--- config.mk ---
export PLATFORM = sky130hd
export DESIGN_NAME = udprc_front
export DESIGN_NICKNAME = d
export VERILOG_FILES = /design/src/sv/udprc_pkg.sv /design/src/sv/udprc_front.sv
export SDC_FILE = /design/constraint.sdc
export NUM_CORES = 1
export LEC_CHECK = 0
export BUFFER_PORTS_ARGS = -buffer_cell sky130_fd_sc_hd__buf_2
export CORE_MARGIN = 8
export CORE_UTILIZATION = 31
export CTS_CLUSTER_DIAMETER = 150
export DETAILED_ROUTE_END_ITERATION = 10
export PLACE_DENSITY_LB_ADDON = 0.15
export SLEW_MARGIN = 20
export SYNTH_ARGS = -nofsm -noshare
export SYNTH_HDL_FRONTEND = slang
export SYNTH_SLANG_ARGS = --single-unit
--- constraint.sdc ---
create_clock -name clk -period 15 [get_ports clk]
set_input_delay 2.25 -clock clk [delete_from_list [all_inputs] [get_ports clk]]
set_output_delay 2.25 -clock clk [all_outputs]
set_load 0.05 [all_outputs]
--- src/sv/udprc_pkg.sv ---
// udprc_pkg: shared types and constants for the UDP receive checker.
// Used by every module of the block but udprc_fifo. Depends on nothing.
package udprc_pkg;

    localparam int CFG_INDEX_W = 2;
    localparam int CFG_DATA_W  = 32;

    localparam logic [CFG_INDEX_W-1:0] CFG_LOCAL_ADDRESS = 2'd0;
    localparam logic [CFG_INDEX_W-1:0] CFG_LOCAL_PORT    = 2'd1;

    localparam logic [1:0] STATUS_ACCEPTED       = 2'd0;
    localparam logic [1:0] STATUS_CHECKSUM_ERROR = 2'd1;
    localparam logic [1:0] STATUS_PORT_MISMATCH  = 2'd2;
    localparam logic [1:0] STATUS_LENGTH_ERROR   = 2'd3;

    localparam logic [15:0] HEADER_BYTES = 16'd8;
    localparam logic [15:0] PROTOCOL_UDP = 16'd17;
    localparam logic [15:0] POS_MAX      = 16'hffff;

    localparam int ADDEND_W = 19;

    localparam int UDPRC_MID_DEPTH = 4;
    localparam int UDPRC_OUT_DEPTH = 2;

    typedef struct packed {
        logic [7:0]  data_byte;
        logic [31:0] source_address;
        logic        last_byte;
    } udprc_in_t;

    typedef struct packed {
        logic [7:0]  payload_byte;
        logic        payload_valid;
        logic        end_of_datagram;
        logic [1:0]  status;
        logic [15:0] sender_port;
        logic [15:0] payload_length;
    } udprc_out_t;

    // One classified byte, handed from front to back.
    typedef struct packed {
        logic                first;
        logic [ADDEND_W-1:0] addend;
        logic                last;
        logic                len_err;
        logic                port_mismatch;
        logic                payload;
        logic [7:0]          data_byte;
        logic [15:0]         sender_port;
        logic [15:0]         payload_length;
    } udprc_op_t;

endpackage

--- src/sv/udprc_front.sv ---
// udprc_front: accepts datagram bytes, parses the UDP header and classifies each beat.
// Emits one udprc_op_t per beat with its checksum addend. Depends on udprc_pkg.
module udprc_front
    import udprc_pkg::*;
(
    input  logic        clk,
    input  logic        rst_n,
    input  logic        push,
    input  udprc_in_t   data_beat,
    input  logic [31:0] host_addr,
    input  logic [15:0] host_port,
    input  logic        op_full,
    output logic        op_push,
    output udprc_op_t   op_data
);

    localparam logic [15:0] POS_SRC_HI = 16'd0;
    localparam logic [15:0] POS_SRC_LO = 16'd1;
    localparam logic [15:0] POS_DST_HI = 16'd2;
    localparam logic [15:0] POS_DST_LO = 16'd3;
    localparam logic [15:0] POS_LEN_HI = 16'd4;
    localparam logic [15:0] POS_LEN_LO = 16'd5;
    localparam logic [15:0] MIN_BYTES  = 16'd6;

    logic [15:0] pos_reg, pos_next;
    logic [15:0] len_reg, len_next;
    logic [15:0] src_reg, src_next;
    logic [15:0] dst_reg, dst_next;
    logic [7:0]  pend_reg, pend_next;
    logic        done_reg;

    logic [15:0]         pos, len_cur, src_cur, dst_cur;
    logic [7:0]          pend_cur, b;
    logic                counted, payload, len_err, accept;
    logic [16:0]         count;
    logic [15:0]         word_add, pad;
    logic [ADDEND_W-1:0] pseudo, addend;

    assign accept  = push && !op_full;
    assign op_push = accept;

    always_comb
    begin
        b        = data_beat.data_byte;
        // a closed datagram starts over with all state cleared
        pos      = done_reg ? '0 : pos_reg;
        len_cur  = done_reg ? '0 : len_reg;
        src_cur  = done_reg ? '0 : src_reg;
        dst_cur  = done_reg ? '0 : dst_reg;
        pend_cur = done_reg ? '0 : pend_reg;

        src_next = src_cur;
        dst_next = dst_cur;
        len_next = len_cur;
        unique case (pos)
            POS_SRC_HI: src_next = {b, 8'h00};
            POS_SRC_LO: src_next = {src_cur[15:8], b};
            POS_DST_HI: dst_next = {b, 8'h00};
            POS_DST_LO: dst_next = {dst_cur[15:8], b};
            POS_LEN_HI: len_next = {b, 8'h00};
            POS_LEN_LO: len_next = {len_cur[15:8], b};
            default:    ;
        endcase

        counted   = (pos < MIN_BYTES) || (pos < len_next);
        word_add  = (counted && pos[0]) ? {pend_cur, b} : '0;
        pend_next = (counted && !pos[0]) ? b : pend_cur;
        payload   = (pos >= HEADER_BYTES) && (pos < len_next);
        pos_next  = (pos != POS_MAX) ? pos + 16'd1 : pos;

        count   = {1'b0, pos} + 17'd1;
        len_err = (count < {1'b0, MIN_BYTES}) || (len_next < HEADER_BYTES)
                  || (count < {1'b0, len_next});
        // odd length: trailing byte padded with a zero low byte
        pad = (data_beat.last_byte && !len_err && len_next[0]) ? {pend_next, 8'h00} : '0;

        pseudo = ADDEND_W'(data_beat.source_address[31:16])
               + ADDEND_W'(data_beat.source_address[15:0])
               + ADDEND_W'(host_addr[31:16])
               + ADDEND_W'(host_addr[15:0])
               + ADDEND_W'(PROTOCOL_UDP);
        addend = ((pos == POS_SRC_HI) ? pseudo : '0)
               + ((pos == POS_LEN_LO) ? ADDEND_W'(len_next) : '0)
               + ADDEND_W'(word_add)
               + ADDEND_W'(pad);

        op_data.first          = (pos == POS_SRC_HI);
        op_data.addend         = addend;
        op_data.last           = data_beat.last_byte;
        op_data.len_err        = len_err;
        op_data.port_mismatch  = (dst_next != host_port);
        op_data.payload        = payload;
        op_data.data_byte      = b;
        op_data.sender_port    = src_next;
        op_data.payload_length = (len_next >= HEADER_BYTES) ? len_next - HEADER_BYTES : '0;
    end

    always_ff @(posedge clk or negedge rst_n)
    begin
        if (!rst_n)
        begin
            pos_reg  <= '0;
            len_reg  <= '0;
            src_reg  <= '0;
            dst_reg  <= '0;
            pend_reg <= '0;
            done_reg <= 1'b0;
        end
        else if (accept)
        begin
            pos_reg  <= pos_next;
            len_reg  <= len_next;
            src_reg  <= src_next;
            dst_reg  <= dst_next;
            pend_reg <= pend_next;
            done_reg <= data_beat.last_byte;
        end
    end

endmodule

==> flow_metrics.env <==
export IMPL_status="finished, final reports clean"
export IMPL_cts_root_buf="clkbuf_16"
export IMPL_clockBufferDepth=2
export IMPL_synth_seq_cells=73
export IMPL_worstHoldPathType="register to register"
export IMPL_diodes=0
export IMPL_utilization_pct=36.5
export IMPL_vdd_drop_max_mv=0.0573
export IMPL_cts_max_level=3
export IMPL_finalNonFillerCells=1513
export IMPL_grt_total_usage_pct=16.4
export IMPL_crit_path_start_kind="register"
export IMPL_synth_area_per_cell_sq_um=8.79
export IMPL_power_density_nw_per_um2=124
export IMPL_io_pins=158
export IMPL_synth_async_sr_flop_share_pct=100
export IMPL_worstPathArrival_ps=8730
export IMPL_synth_flop_cell="dfrtp_1"
export IMPL_r2r_cells=19
export IMPL_rsz0062_at_grt="no"
export IMPL_syn_num_nets=1234
export IMPL_cts_buffers=9
export IMPL_max_slew_margin_pct=42.2
export IMPL_tightest_slew_ps=863
export IMPL_drtIter0Drc=399
export IMPL_finalPower_mw=1.27
export IMPL_critPathMaxStageDelay_ps=560
export IMPL_synth_top_cells_by_area="dfrtp_1, fa_1, ha_1"
export IMPL_fin_skew_ps=9.26
export IMPL_min_period_ps=10980
export IMPL_critPathMaxFanout=38
export IMPL_antenna_found_initial=0
export IMPL_clk_latency_ps=340
export IMPL_slew_violations=0
export IMPL_die_area_sq_um=34000
export IMPL_drt_pass1_iterations=5
export IMPL_hold_buffers=0
export IMPL_cp_slowest_cell="fa_1"
export IMPL_drv_cap=0
export IMPL_dieHeight_um=184
export IMPL_start_util_pct=31.6
export IMPL_num_rows=61
export IMPL_synthToLayoutAreaGrowth_pct=15.6
export IMPL_grt_pass1_wl_um=44200
export IMPL_cts_tree="done"
export IMPL_end_kind="primary output"
export IMPL_dp_hpwl_um=22000
export IMPL_grt_pass1_vias=7816
export IMPL_period_share_pct=73.2
export IMPL_path_clk_slew_ps=60
export IMPL_p_leak_nw=5.05
export IMPL_wl_per_cell_um=18.3
export IMPL_nets=1363
export IMPL_required_ps=12750
export IMPL_grt_start_max_net_pins=56
export IMPL_finalWeightedCongestion=0.902
export IMPL_yosysSeqAreaShare_pct=20.8
export IMPL_ant_nets=0
export IMPL_fin_setup_tns_ps=0
export IMPL_finalHoldViolations=0
export IMPL_synth_area_leader_cell="dfrtp_1"
export IMPL_syn_area_sq_um=8790
export IMPL_via_per_inst=5.06
export IMPL_dp_cells=1497
export IMPL_synth_edf_count=0
export IMPL_cts_resized=0
export IMPL_finalWirelength_um=27700
export IMPL_chipWidth_um=184
export IMPL_portBuffers=157
export IMPL_vias=7651
export IMPL_clock_sinks=73
export IMPL_path_class="register to primary output"
export IMPL_synth_top_area_share_pct=20.8
export IMPL_drc=0
export IMPL_synth_cells=1001
export IMPL_post_cts_buffers=0
export IMPL_core_area_sq_um=27900
export IMPL_drive_above_1_share_pct=20.4
export IMPL_setup_viol=0
export IMPL_fmax_mhz=91.1
export IMPL_synth_warning_count=0
export IMPL_grt_overflow=0
export IMPL_hold_path_depth=2
export IMPL_synth_cell_types=87
[power breakdown]
part	switching, mW	internal, mW	total (mW)	leakage, nW
combinational	0.509	0.276	0.785	3.96
clock	0.0940	0.130	0.224	0.139
sequential	0.0309	0.226	0.257	0.954
total	0.634	0.632	1.27	5.05
[metal layers]
layer / GRT usage (%) / part of all wire [%] / up-vias
met5: 0 / 0 / -
met2: 26.8 / 46 / 218
met4: 4.07 / 1.8 / 0
met1: 22.1 / 46 / 3626
li1: - / - / 3778
met3: 2.64 / 6.2 / 29
[synth_stat cells (all sizes together) (20+ instances only)]
cell type  instances
fa                56
a22oi             21
nor2              80
buf               23
o21ai             49
a22o              34
nand2            131
inv               71
dfrtp             73
clkbuf            26
a21oi             40
and3              20
and2              23
nand3             20
ha                84
xor2              24
xnor2             31
[path summary, 6_finish.rpt]
path,start,end,slack (ps)
max,done_reg,op_data[61],4020
min,src_reg[12],src_reg[12],480
max reg2reg,done_reg,pend_reg[2],9770
min reg2reg,src_reg[12],src_reg[12],480
max in group asynchronous,rst_n,len_reg[10],11990
min in group asynchronous,rst_n,len_reg[9],1890
[per-stage QoR]
stage | hold slack, ps | instance area [sq um] | worst slack, ps
3_3_place_gp | 458 | 9870 | 4160
6_report | 477 | 10200 | 4020
4_1_cts | 480 | 10200 | 4090
2_1_floorplan | 442 | 8790 | 4280
3_5_place_dp | 464 | 9870 | 4090
5_1_grt | 483 | 10200 | 3380
[kinds of logic (layout without fill, tap and decap cells)]
logic type      Yosys count  in the layout  synth area share, %
simple gates            362            362                 21.6
compound gates          229            229                 18.4
fa+ha+maj               141            141                 24.8
buf+inv                 122            256                 6.09
flops                    73             73                 20.8
xor+xnor                 55             55                 5.69
mux                      19             19                 2.63
[cells in the final DEF (no fill, tap or decap), drive strengths merged, types with 7 or more instances in the layout]
cell type,netlist,final
nor2,80,80
nand4,9,9
nand2,131,131
nand3,20,20
a22o,34,34
a211oi,7,7
o21ai,49,49
xnor2,31,31
mux2,9,9
nor2b,14,14
ha,84,84
mux2i,10,10
a22oi,21,21
and3,20,20
or3,8,8
nor3,16,16
o211ai,9,9
nand2b,7,7
dfrtp,73,73
a21oi,40,40
a31oi,7,7
clkbuf,26,10
buf,23,167
xor2,24,24
and2,23,23
fa,56,56
o21a,9,9
inv,71,72
nor4,12,12
a21o,16,16
[worst max-delay path, delay by kind of cell, from the launching register on]
family                   cells  cell delay, ps
buffers and inverters        3             690
flip-flops                   1             340
AND/OR/NAND/NOR              9            2280
AO/OA/AOI/OAI               13            3040
XOR/XNOR                     1             130
adder cells (fa/ha/maj)      5            1900
[final cells by class]
class	instances	area (sq um)
fill	2943	17700
multi-input combinational	806	6430
tap	378	473
sequential	73	1830
inverter	73	274
clock buffer	10	229
clock inverter	6	67.6
timing repair buffer	167	861
Power figures use the tool's default switching activity.
